$ cat src/rtl/core/psfut_pkg.sv
// Package for the PSF Unicode table parser: constants, codes, controller types.
// No dependencies.
`timescale 1ns / 1ps
package psfut_pkg;

	localparam int unsigned MapEntriesDefault = 512;
	localparam logic [23:0] OffsetMax = 24'hFFFFFF;
	localparam logic [16:0] GlyphMax = 17'h1FFFF;
	localparam logic [15:0] Psf1Seq = 16'hFFFE;
	localparam logic [15:0] Psf1Sep = 16'hFFFF;
	localparam logic [7:0] Psf2Seq = 8'hFE;
	localparam logic [7:0] Psf2Sep = 8'hFF;
	localparam logic [20:0] SpaceCp = 21'h20;
	localparam logic [15:0] GlyphTotalReset = 16'd256;
	localparam logic [12:0] BytesPerGlyphReset = 13'd16;

	typedef enum logic [1:0] {
		OP_BYTE = 2'd0,
		OP_END = 2'd1,
		OP_LOOKUP = 2'd2,
		OP_NOP = 2'd3
	} op_t;

	typedef enum logic [1:0] {
		REG_FORMAT = 2'd0,
		REG_HAS_TABLE = 2'd1,
		REG_GLYPH_TOTAL = 2'd2,
		REG_BPG = 2'd3
	} reg_idx_t;

	typedef enum logic [2:0] {
		ST_IDLE,
		ST_MUL,
		ST_SEARCH,
		ST_WAIT,
		ST_DONE
	} state_t;

	// decoded request handed from datapath to controller
	typedef struct packed {
		logic need_search;   // search the map for the item's codepoint (cp_q)
		logic insert;        // insert on miss
		logic end_space;     // end-of-table space insert: a hit is no redefinition
		logic lookup;        // result is a lookup
		logic identity;      // identity lookup: no search, only multiply
	} req_t;

	typedef struct packed {
		logic load;     // accept item, decode
		logic mul;      // register product
		logic clr_idx;  // reset search index
		logic step;     // read next entry
		logic finish;   // apply outcome, emit result
	} cmd_t;

	typedef struct packed {
		req_t req;
		logic hit;       // compare matched on current read data
		logic last;      // no more entries to read
	} sts_t;

endpackage

$ cat src/rtl/core/psfut_ctrl.sv
// Controller for the PSF Unicode table parser.
// Depends on psfut_pkg.
`timescale 1ns / 1ps
module psfut_ctrl
	import psfut_pkg::*;
(
	input  logic clk,
	input  logic arst_n,
	input  logic start,
	output logic busy,
	input  sts_t sts,
	output cmd_t cmd
);

	state_t state_q, state_d;

	always_ff @(posedge clk or negedge arst_n) begin
		if (!arst_n) state_q <= ST_IDLE;
		else state_q <= state_d;
	end

	always_comb begin
		state_d = state_q;
		cmd = '0;
		busy = 1'b1;
		unique case (state_q)
			ST_IDLE: begin
				busy = 1'b0;
				if (start) begin
					cmd.load = 1'b1;
					state_d = ST_MUL;
				end
			end
			ST_MUL: begin
				cmd.mul = 1'b1;
				cmd.clr_idx = 1'b1;
				if (sts.req.need_search) state_d = ST_SEARCH;
				else state_d = ST_DONE;
			end
			ST_SEARCH: begin
				// issue read of current index, or stop when past fill
				if (sts.last) state_d = ST_DONE;
				else begin
					cmd.step = 1'b1;
					state_d = ST_WAIT;
				end
			end
			ST_WAIT: begin
				if (sts.hit) state_d = ST_DONE;
				else state_d = ST_SEARCH;
			end
			ST_DONE: begin
				cmd.finish = 1'b1;
				state_d = ST_IDLE;
			end
			default: state_d = ST_IDLE;
		endcase
	end

endmodule

$ cat config.mk
export PLATFORM = sky130hd
export DESIGN_NAME = psfut_ctrl
export DESIGN_NICKNAME = d
export VERILOG_FILES = /design/src/rtl/core/psfut_pkg.sv /design/src/rtl/core/psfut_ctrl.sv
export SDC_FILE = /design/constraint.sdc
export NUM_CORES = 1
export LEC_CHECK = 0
export ABC_AREA = 0
export BUFFER_PORTS_ARGS = -buffer_cell sky130_fd_sc_hd__buf_2
export CAP_MARGIN = 25
export CORE_AREA = 2 2 39 41
export DETAILED_ROUTE_END_ITERATION = 8
export DIE_AREA = 0 0 41 43
export RECOVER_POWER = 100
export SLEW_MARGIN = 20
export SYNTH_ARGS = -nofsm -noshare
export SYNTH_HDL_FRONTEND = slang
export SYNTH_SLANG_ARGS = --single-unit
$ cat constraint.sdc
create_clock -name clk -period 0.95 [get_ports clk]
set_input_delay 0.0475 -clock clk [delete_from_list [all_inputs] [get_ports clk]]
set_output_delay 0.0475 -clock clk [all_outputs]
set_load 0.01 [all_outputs]
### Word-level counts from Yosys, hierarchy flattened

Index checks and enable logic that the tools add are counted.

| storage, ports and cells | value |
|---|---|
| register bits | 3 |
| input port bits | 10 |
| output and inout port bits | 6 |
| logic and storage cells | 19 |

| cells by class | value |
|---|---|
| equal/unequal tests | 5 |
| mux-type cells | 12 |
| reduce and logical (&&, ||, !) cells | 1 |

Operators by type and width:

| cell | number |
|---|---|
| $mux W3 | 4 |
| $pmux W3 S4 | 1 |
| $eq A3 B2 Y1 const B | 2 |
| $mux W1 | 6 |
| $eq A3 B1 Y1 const B | 1 |
| $eq A3 B3 Y1 const B | 1 |
| $logic_not A3 Y1 | 1 |
| $mux W2 | 1 |
| $ne A2 B2 Y1 const B | 1 |

### Depth between registers and ports, before layout

Gate-level depths: netlist (run 1).

| depth | value |
|---|---|
| depth in word-level cells | 2 |
| depth in mapped cells | 3 |

### Least setup slack after synthesis (run 1)

Ideal clock, no wire load.

| path | value |
|---|---|
| path type | register to output |
| start | register state_q[0] |
| end | output port cmd[3] (netlist bit) |
| arrival time | 1.044 ns |
| data required time | 0.902 ns |
| path slack | -0.141 ns |
| cell stages (with the launch flop) | 4 |
| path buffers | 1 |
| path through | dfrtp_1 inv_1 nor3_1 buf_4 |

RTL lines:

| what | line | source |
|---|---|---|
| start: declaration | psfut_ctrl.sv:15 | `state_t state_q, state_d;` |
| start signal: assignment | psfut_ctrl.sv:19 | `else state_q <= state_d;` |
| end: declaration | psfut_ctrl.sv:12 | `output cmd_t cmd` |

### Final worst setup path (run 1)

| path | value |
|---|---|
| start | register state_q[1] |
| end | output port busy |

| between the ends | value |
|---|---|
| word-level cells in the longest chain between the ends | 2 |

RTL lines:

| what | line | source |
|---|---|---|
| $logic_not A3 Y1 | psfut_ctrl.sv:26 | `unique case (state_q)` |
| $mux W1 | psfut_ctrl.sv:26 |  |
| end: declaration | psfut_ctrl.sv:10 | `output logic busy,` |

Every way passes these cells.

==> results by group, run 1 <==
CTS
  – Clock transition at path regs: 0.04 ns
  – Clock buffer depth: 2
  – Htree depth: 1
  – Total CTS buffers: 3
  – Clock insertion delay at the later pin of the skew report: 0.23 ns
  – Clk sink count: 3
  – CTS tree: built
  – CTS root buf: clkbuf_4

Cells and area
  – Filler cells: 157
  – Final #Nets: 52
  – Post-route cell area: 369 um^2
  – Regs by FF count: state_q x3
  – Largest Register: state_q
  – Non-Filler Instances: 57
  – Diode count: 0
  – Layout cells sized above 1: 65.9%
  – Area Growth Syn to Fin: 111%
  – Max FFs per register: 3

Route
  – Detailed router's first-iteration violation count: 1
  – Final ANT Viol Nets: 0
  – Drt first pass iters: 2
  – Post-Route WL: 500 um
  – DRC: 0
  – Vias per cell: 3.84
  – Wire per inst: 8.77 um
  – Via Count: 219

Timing
  – Relative slew slack: 88.8%
  – RSZ-0062 raised after global routing: yes
  – Final setup viols: 8
  – Least-Margin Pin Slew: 0.169 ns
  – Max Slew Vio Count: 0
  – Final Hold Slack: 0.100 ns
  – Final Critical Period: 1.17 ns
  – Final period util: 123%
  – Final Hold Fails: 0
  – Clk_skew: 0.00248 ns
  – Max Freq: 855 MHz
  – PnR worst setup slack: -0.219 ns

Critical path
  – Max FO, Critical Path: 7
  – Startpoint class of the critical path: register
  – Worst Path Arrival: 1.12 ns
  – Worst Setup End Kind: output port
  – Worst setup path start: state_q[1]
  – Reg2reg start: state_q[1]
  – Critical path class: register to output port
  – WP data required: 0.90 ns

Global route
  – Pin count of the biggest net entering global routing: 8
  – Total gr overflow: 0
  – Initial antenna violation count: 0
  – GR Util met2: 8.44%
  – Vias in the first global route: 213
  – GRT Max-Usage Layer: met2
  – First-pass GRT wire length: 772 um
  – Routing usage on met3: 3.14%
  – Gr usage total: 7.06%
  – GR Util met1: 8.14%

Die
  – Initial Utilization: 12.7%
  – Die Width: 41 um
  – Row cnt: 14
  – Vert. Die Dim: 43 um
  – Area of the die: 1760 um^2
  – I/O pin count: 16
  – Core area: 1380 um^2

Synth
  – Sequential fraction of the synthesis area: 42.9%
  – Synth Area per Inst: 8.76 um^2
  – Yosys top cell area share: 42.9%
  – Synth Register Bits: 3
  – Mapped Area: 175 um^2
  – Synth cell types: 13
  – Yosys top cell by area: dfrtp_1
  – Post-Syn Nets: 30
  – Synth warn: 0
  – Number of cells produced by synthesis: 20
  – Ranking of synthesized cells by area: dfrtp_1 (43%), nor3_1 (8.6%), and2_1 (7.1%)

Status
  – Status: finished with violations
  – Failing checks: setup timing

Placement
  – I/O Buffers: 11
  – Placed inst area: 277 um^2
  – Post-Place Cells: 49
  – Final GP Congestion: 0.800
  – Pre-CTS setup slack: -0.00993 ns

Power and ir drop
  – PD cells: 3250 nW/um^2
  – Final Power: 1.20 mW
  – P_leak: 0.179 nW
  – VDD IR max: 0.000932 V

Hold path
  – Hold WC Path Type: input pin to register
  – Min-delay src: start

Job
  – Maxcap violations: 0
[where the power goes]
group | switching (mW) | total (mW) | internal (mW)
registers | 0.0630 | 0.252 | 0.189
clock network | 0.0647 | 0.222 | 0.157
logic | 0.337 | 0.725 | 0.388
total | 0.464 | 1.20 | 0.735
[cell type report]
cell class | count | area, um^2 | share of cell area [%]
clock buffer | 4 | 26.3 | 7.12
multi-input combinational | 15 | 126 | 34.2
timing repair buffer | 18 | 116 | 31.5
inverter | 1 | 3.75 | 1.02
tap | 16 | 20.0 | 5.42
sequential | 3 | 76.3 | 20.7
[critical path, cell delays in order, from the launching register on]
cell and delay [ns]:
dfrtp_2 0.44, or3_1 0.31, buf_2 0.14
[kinds of logic (layout without fill, tap and decap cells)]
group	after synthesis	in the layout	synth area share [%]
AOI/OAI and AO/OA	4	4	15.0
buffers and inverters	2	23	6.43
DFF	3	3	42.9
and+or+nand+nor	11	11	35.7
[cells in the mapped netlist]
library cell,count
a211oi_1,1
a21oi_1,2
and2_1,2
buf_4,1
dfrtp_1,3
inv_1,1
nand2b_1,2
nand3_1,1
nor2_1,1
nor3_1,3
nor3b_1,1
o21ai_2,1
or3_1,1
[routing by layer]
layer,share of wire [%],routed length (um)
met5,0,0
met2,45,227
met3,8.4,42
met1,46,230
met4,0,0
[cells in the final DEF, fill, tap and decap left out, drive strengths merged]
| master | instances |
|---|---|
| nor3 | 3 |
| dlygate4sd3 | 1 |
| nor3b | 1 |
| nand2b | 2 |
| nand3 | 1 |
| a211oi | 1 |
| clkbuf | 6 |
| dfrtp | 3 |
| o21ai | 1 |
| inv | 1 |
| nor2 | 1 |
| a21oi | 2 |
| buf | 15 |
| and2 | 2 |
| or3 | 1 |
[stage by stage]
stage	utilization, %	setup TNS (ns)
detailed placement	20.0	-0.0276
global route	26.7	-1.75
floorplan	-	0
finish	26.7	-1.23
CTS	26.1	-1.28
global placement	20.0	-0.0673
[worst paths after layout]
kind,endpoint,slack (ns),depth (start not counted)
min in group asynchronous,state_q[1],0.15,2
hold reg to reg,state_q[2],0.55,2
max in group asynchronous,state_q[1],0.64,2
setup reg to reg,state_q[1],-0.12,4
hold / removal,state_q[0],0.10,3
setup / recovery,busy,-0.22,2
[repair_timing]
item	in CTS	in global routing
hold buffers	1	0
hold endpoints to repair	3	0
buffers inserted	3	0
pin swaps	1	1
setup endpoints to repair	9	9
resized for setup	6	2
No activity file was read; power rests on OpenSTA's default activity.
==> inputs of run 2 (changes only) <==
CTS_CLUSTER_DIAMETER = 200   (was not set)
CTS_CLUSTER_SIZE = 12   (was not set)
clock period = 1.38 ns   (was 0.95 ns; I/O delays follow)
==> results by group, run 2 (synthesis gave the netlist of run 1 again) <==
Global route
  – Pin count of the biggest net entering global routing: 9 (+1)
  – Initial antenna violation count: 0 (unchanged)
  – Vias in the first global route: 152 (-29%)
  – Total gr overflow: 0 (unchanged)
  – Gr usage total: 5.43% (-1.6 points)
  – First-pass GRT wire length: 558 um (-28%)

Critical path
  – Worst Path Arrival: 1.22 ns (+0.10 ns)
  – Crit path largest cell delay: 0.46 ns (+0.02 ns)
  – CP Buf/Inv Count: 1 (unchanged)
  – Critical-path top delay cell: dfrtp_1
  – Max FO, Critical Path: 8 (+1)
  – Critical path class: register to output port
  – WP data required: 1.31 ns (+0.41 ns)
  – Startpoint class of the critical path: register
  – Cell breakdown of the critical path: or3_1 -> clkbuf_1
  – Worst Setup End Kind: output port
  – Crit-path leading delay family: flip-flops

Timing
  – Clk_skew: 0.00212 ns (-0.000362 ns)
  – Max Freq: 778 MHz
  – Final Hold Slack: 0.117 ns (+0.0173 ns)
  – Final period util: 93.1%
  – Final Hold Fails: 0 (unchanged)
  – Setup TNS: 0 ns (+1.23 ns)
  – Least-Margin Pin Slew: 0.270 ns (+0.101 ns)
  – Max Slew Vio Count: 0 (unchanged)
  – PnR worst setup slack: 0.0949 ns (+0.314 ns)
  – Final setup viols: 0 (-8)
  – RSZ-0062 raised after global routing: no
  – Relative slew slack: 82.0% (-6.7 points)
  – Final Critical Period: 1.29 ns

Power and ir drop
  – PD cells: 2170 nW/um^2 (-33%)
  – P_leak: 0.121 nW (-32%)
  – VDD IR max: 0.000421 V (-55%)
  – Final Power: 595 uW (-50%)

Route
  – DRC: 0 (unchanged)
  – Wire per inst: 8.27 um (-5.7%)
  – Final ANT Viol Nets: 0 (unchanged)
  – Detailed router's first-iteration violation count: 0 (-1)
  – Via Count: 189 (-14%)
  – Drt first pass iters: 1 (-1)
  – Vias per cell: 3.71 (-3.5%)
  – Post-Route WL: 422 um (-16%)

Die
  – Core area: 1380 um^2 (unchanged)
  – Area of the die: 1760 um^2 (unchanged)
  – Initial Utilization: 12.7% (unchanged)
  – Row cnt: 14 (unchanged)
  – I/O pin count: 16 (unchanged)
  – Vert. Die Dim: 43 um (unchanged)
  – Die Width: 41 um (unchanged)

CTS
  – Clock transition at path regs: 0.04 ns (about the same)
  – CTS tree: built
  – Clock buffer depth: 2 (unchanged)
  – Clk sink count: 3 (unchanged)
  – Htree depth: 1 (unchanged)
  – Clock insertion delay at the later pin of the skew report: 0.23 ns (about the same)
  – CTS root buf: clkbuf_4
  – Total CTS buffers: 3 (unchanged)

Cells and area
  – Largest Register: state_q
  – Area of the multi-input gates: 90.1 um^2 (-29%)
  – Max FFs per register: 3 (unchanged)
  – Most frequent cells in the layout: clkbuf_1 (6), buf_2 (6), clkbuf_4 (3), dfrtp_1 (3)
  – Register area: 75.1 um^2 (-1.6%)
  – Area Growth Syn to Fin: 56.4%
  – Diode count: 0 (unchanged)
  – Regs by FF count: state_q x3
  – Final #Nets: 46 (-12%)
  – Layout cells sized above 1: 28.6% (-37 points)
  – Filler cells: 166 (+5.7%)

Job
  – Maxcap violations: 0 (unchanged)

Placement
  – Pre-CTS setup slack: 0.361 ns (+0.371 ns)
  – Final GP Congestion: 0.659 (-18%)
  – I/O Buffers: 11 (unchanged)
  – Detailed placement HPWL: 311 um

Hold path
  – Hold WC Path Type: input pin to register

Status
  – Status: completed
==> run 2: cell types whose count changed in the layout (fill, tap and decap cells not counted), sizes merged <==
cell | previous run | this run
buf | 15 | 6
clkbuf | 6 | 9
==> run 2: timing repair <==
action,in CTS,in global routing
resized for setup,0,1
hold buffers,1,0
setup endpoints to repair,0,2
buffers inserted,0,0
hold endpoints to repair,3,0
==> run 2: path summary, 6_finish.rpt <==
path | start | end | slack (ns) | cells past startpoint
worst max-delay path | state_q[2] | busy | 0.09 | 2
worst min-delay path | sts[0] | state_q[2] | 0.12 | 3
worst max register to register | state_q[1] | state_q[2] | 0.35 | 3
worst min register to register | state_q[0] | state_q[0] | 0.54 | 1
max in group asynchronous | arst_n | state_q[1] | 1.06 | 2
min in group asynchronous | arst_n | state_q[2] | 0.17 | 2
==> run 2: final cells by class <==
| cell class | instances | share of cell area, % |
|---|---|---|
| Multi-Input combinational cell | 15 | 32.9 |
| Timing Repair Buffer | 12 | 21.5 |
| Inverter | 1 | 1.37 |
| Sequential cell | 3 | 27.4 |
| Tap cell | 16 | 7.31 |
| Clock buffer | 4 | 9.59 |
==> run 2: layer usage <==
metal | part of all wire [%] | wire length [um] | GRT usage, % | vias to the layer above
met2 | 43 | 181 | 5.31 | 9
met5 | 0 | 0 | 0 | -
met3 | 7.6 | 32 | 3.14 | 2
met1 | 45 | 192 | 6.13 | 79
met4 | 3.3 | 14 | 8.00 | 0
li1 | - | - | - | 99
==> run 2: worst register-to-register path, stage by stage, from the launching register on <==
cell and delay, ns:
dfrtp_1 0.45, and2_0 0.18, o21ai_0 0.18, a21oi_1 0.09
==> run 2: metrics by stage <==
| stage | area [um^2] | std cells | utilization [%] |
|---|---|---|---|
| global placement | 243 | 46 | 17.5 |
| detailed placement | 243 | 46 | 17.5 |
| CTS | 279 | 51 | 20.2 |
| floorplan | 175 | 20 | - |
| global route | 274 | 51 | 19.8 |
| finish | 274 | 51 | 19.8 |
==> run 2: where the power goes <==
group	leakage, nW	switching (mW)	internal (mW)
clock	0.0150	0.0464	0.108
sequential	0.0388	0.0787	0.128
combinational	0.0671	0.123	0.111
==> inputs of run 3 (changes only) <==
BUFFER_PORTS_ARGS = not set   (was -buffer_cell sky130_fd_sc_hd__buf_2)
CELL_PAD_IN_SITES_DETAIL_PLACEMENT = 0   (was not set)
CELL_PAD_IN_SITES_GLOBAL_PLACEMENT = 1   (was not set)
DONT_BUFFER_PORTS = 1   (was not set)
PLACE_DENSITY_LB_ADDON = 0.1   (was not set)
==> results by group, run 3 (synthesis gave the netlist of run 1 again) <==
Route
  – Vias per cell: 3.98 (+7.3%)
  – DRC: 0 (unchanged)
  – Detailed router's first-iteration violation count: 2 (+2)
  – Final ANT Viol Nets: 0 (unchanged)
  – Post-Route WL: 449 um (+6.4%)
  – Via Count: 163 (-14%)
  – Wire per inst: 11.0 um (+32%)
  – Drt first pass iters: 2 (+1)

CTS
  – Number of hold buffers added after CTS: 1 (unchanged)
  – Clock buffer depth: 2 (unchanged)
  – Htree depth: 1 (unchanged)
  – Total CTS buffers: 3 (unchanged)
  – Clock transition at path regs: 0.04 ns (about the same)
  – CTS root buf: clkbuf_4
  – Clk sink count: 3 (unchanged)
  – CTS resizes: 0 (unchanged)
  – Clock insertion delay at the later pin of the skew report: 0.23 ns (about the same)
  – Postcts setup bufs: 0 (unchanged)
  – CTS tree: built

Cells and area
  – Regs by FF count: state_q x3
  – Most frequent cells in the layout: nor3_1 (3), clkbuf_4 (3), dfrtp_1 (3)
  – Diode count: 0 (unchanged)
  – Area of the multi-input gates: 85.1 um^2 (-5.6%)
  – Register area: 75.1 um^2 (unchanged)
  – Layout cells sized above 1: 16.0% (-13 points)
  – Area Growth Syn to Fin: 28.6%
  – Largest Register: state_q
  – Filler cells: 159 (-4.2%)
  – Final #Nets: 36 (-22%)
  – Max FFs per register: 3 (unchanged)

Critical path
  – Worst Path Arrival: 1.18 ns (-0.04 ns)
  – Max FO, Critical Path: 8 (unchanged)
  – R2r worst-path depth: 3 (unchanged)
  – Crit-path leading delay family: simple AND/OR/NAND/NOR gates
  – RR Endpoint: state_q[2]
  – Reg2reg start: state_q[1]
  – Worst Setup End Kind: output port
  – Startpoint class of the critical path: register
  – Crit path largest cell delay: 0.44 ns (-0.02 ns)
  – CP Buf/Inv Count: 0 (-1)
  – Critical path class: register to output port
  – Critical-path top delay cell: dfrtp_1
  – WP data required: 1.31 ns (about the same)
  – R2R setup slack: 0.32 ns (-0.03 ns)
  – Cell breakdown of the critical path: nand2b_1 -> nor3_1

Timing
  – Relative slew slack: 72.4% (-9.7 points)
  – RSZ-0062 raised after global routing: no
  – Max Freq: 801 MHz (+2.9%)
  – Final Critical Period: 1.25 ns (-0.0360 ns)
  – Clk_skew: 0.00199 ns (-0.000124 ns)
  – Setup TNS: 0 ns (unchanged)
  – Final Hold Fails: 0 (unchanged)
  – Final setup viols: 0 (unchanged)
  – PnR worst setup slack: 0.131 ns (+0.0360 ns)
  – Final period util: 90.5% (-2.6 points)
  – Max Slew Vio Count: 0 (unchanged)
  – Least-Margin Pin Slew: 0.414 ns (+0.144 ns)

Hold path
  – Min-delay src: sts[0]
  – Hold-critical path depth: 2 (-1)
  – Hold WC Path Type: input pin to register
  – Worst hold endpoint: state_q[2]

Placement
  – I/O Buffers: 0 (-11)
  – Final GP Congestion: 0.649 (-1.4%)
  – Pre-CTS setup slack: 0.380 ns (+0.0189 ns)

Power and ir drop
  – PD cells: 2430 nW/um^2 (+12%)
  – Final Power: 547 uW (-8.1%)
  – P_leak: 0.0923 nW (-24%)
  – VDD IR max: 0.000317 V (-25%)

Status
  – Status: completed

Die
  – Initial Utilization: 12.7% (unchanged)
  – I/O pin count: 16 (unchanged)
  – Row cnt: 14 (unchanged)
  – Area of the die: 1760 um^2 (unchanged)
  – Vert. Die Dim: 43 um (unchanged)
  – Core area: 1380 um^2 (unchanged)
  – Die Width: 41 um (unchanged)

Global route
  – Pin count of the biggest net entering global routing: 9 (unchanged)
  – Total gr overflow: 0 (unchanged)
  – First-pass GRT wire length: 634 um (+14%)
  – Initial antenna violation count: 0 (unchanged)
  – Vias in the first global route: 161 (+5.9%)
  – Gr usage total: 5.84% (+0.41 points)

Job
  – Maxcap violations: 0 (unchanged)
## run 3: cell count changes in the layout (fill, tap and decap cells not counted)
cell	before	now
buf_2	6	0
clkbuf_2	0	1
nor3_1	2	3
clkbuf_1	6	1
nor3_2	1	0
## run 3: final cells by class
cell class	instances	share of cell area [%]
clock buffers	4	11.7
inverters	1	1.67
multi-input cells	15	37.8
flip-flops and latches	3	33.3
well taps	16	8.89
repair buffers	2	6.67
## run 3: how the worst max path moves through the flow
stage               startpoint      to  slack (ns)  cells past startpoint
floorplan           state_q[0]  cmd[3]        0.27                      3
global placement    state_q[1]  cmd[4]        0.38                      2
detailed placement  state_q[1]  cmd[4]        0.38                      2
CTS                 state_q[1]  cmd[4]        0.12                      2
global route        state_q[0]  cmd[3]        0.08                      3
finish              state_q[1]  cmd[4]        0.13                      2
## run 3: where the power goes
group	internal [mW]	leakage, nW	switching (mW)
combinational	0.0782	0.0385	0.112
sequential	0.128	0.0388	0.0756
clock	0.108	0.0150	0.0453
## run 3: per-stage QoR
stage                     hold WS (ns)  area, um^2  utilization, %  cells
after floorplan                 -0.227         175               -     20
after global placement          -0.227         195            14.1     36
after detailed placement        -0.226         195            14.1     36
after CTS                       0.0128         231            16.7     41
after global routing            0.0375         225            16.3     41
final                           0.0202         225            16.3     41
## run 3: routing by layer
| layer | wire length [um] | vias up | GRT usage [%] |
|---|---|---|---|
| met5 | 0 | - | 0 |
| li1 | - | 78 | - |
| met2 | 191 | 7 | 5.31 |
| met3 | 31 | 0 | 1.57 |
| met4 | 0 | 0 | 8.00 |
| met1 | 225 | 78 | 8.41 |
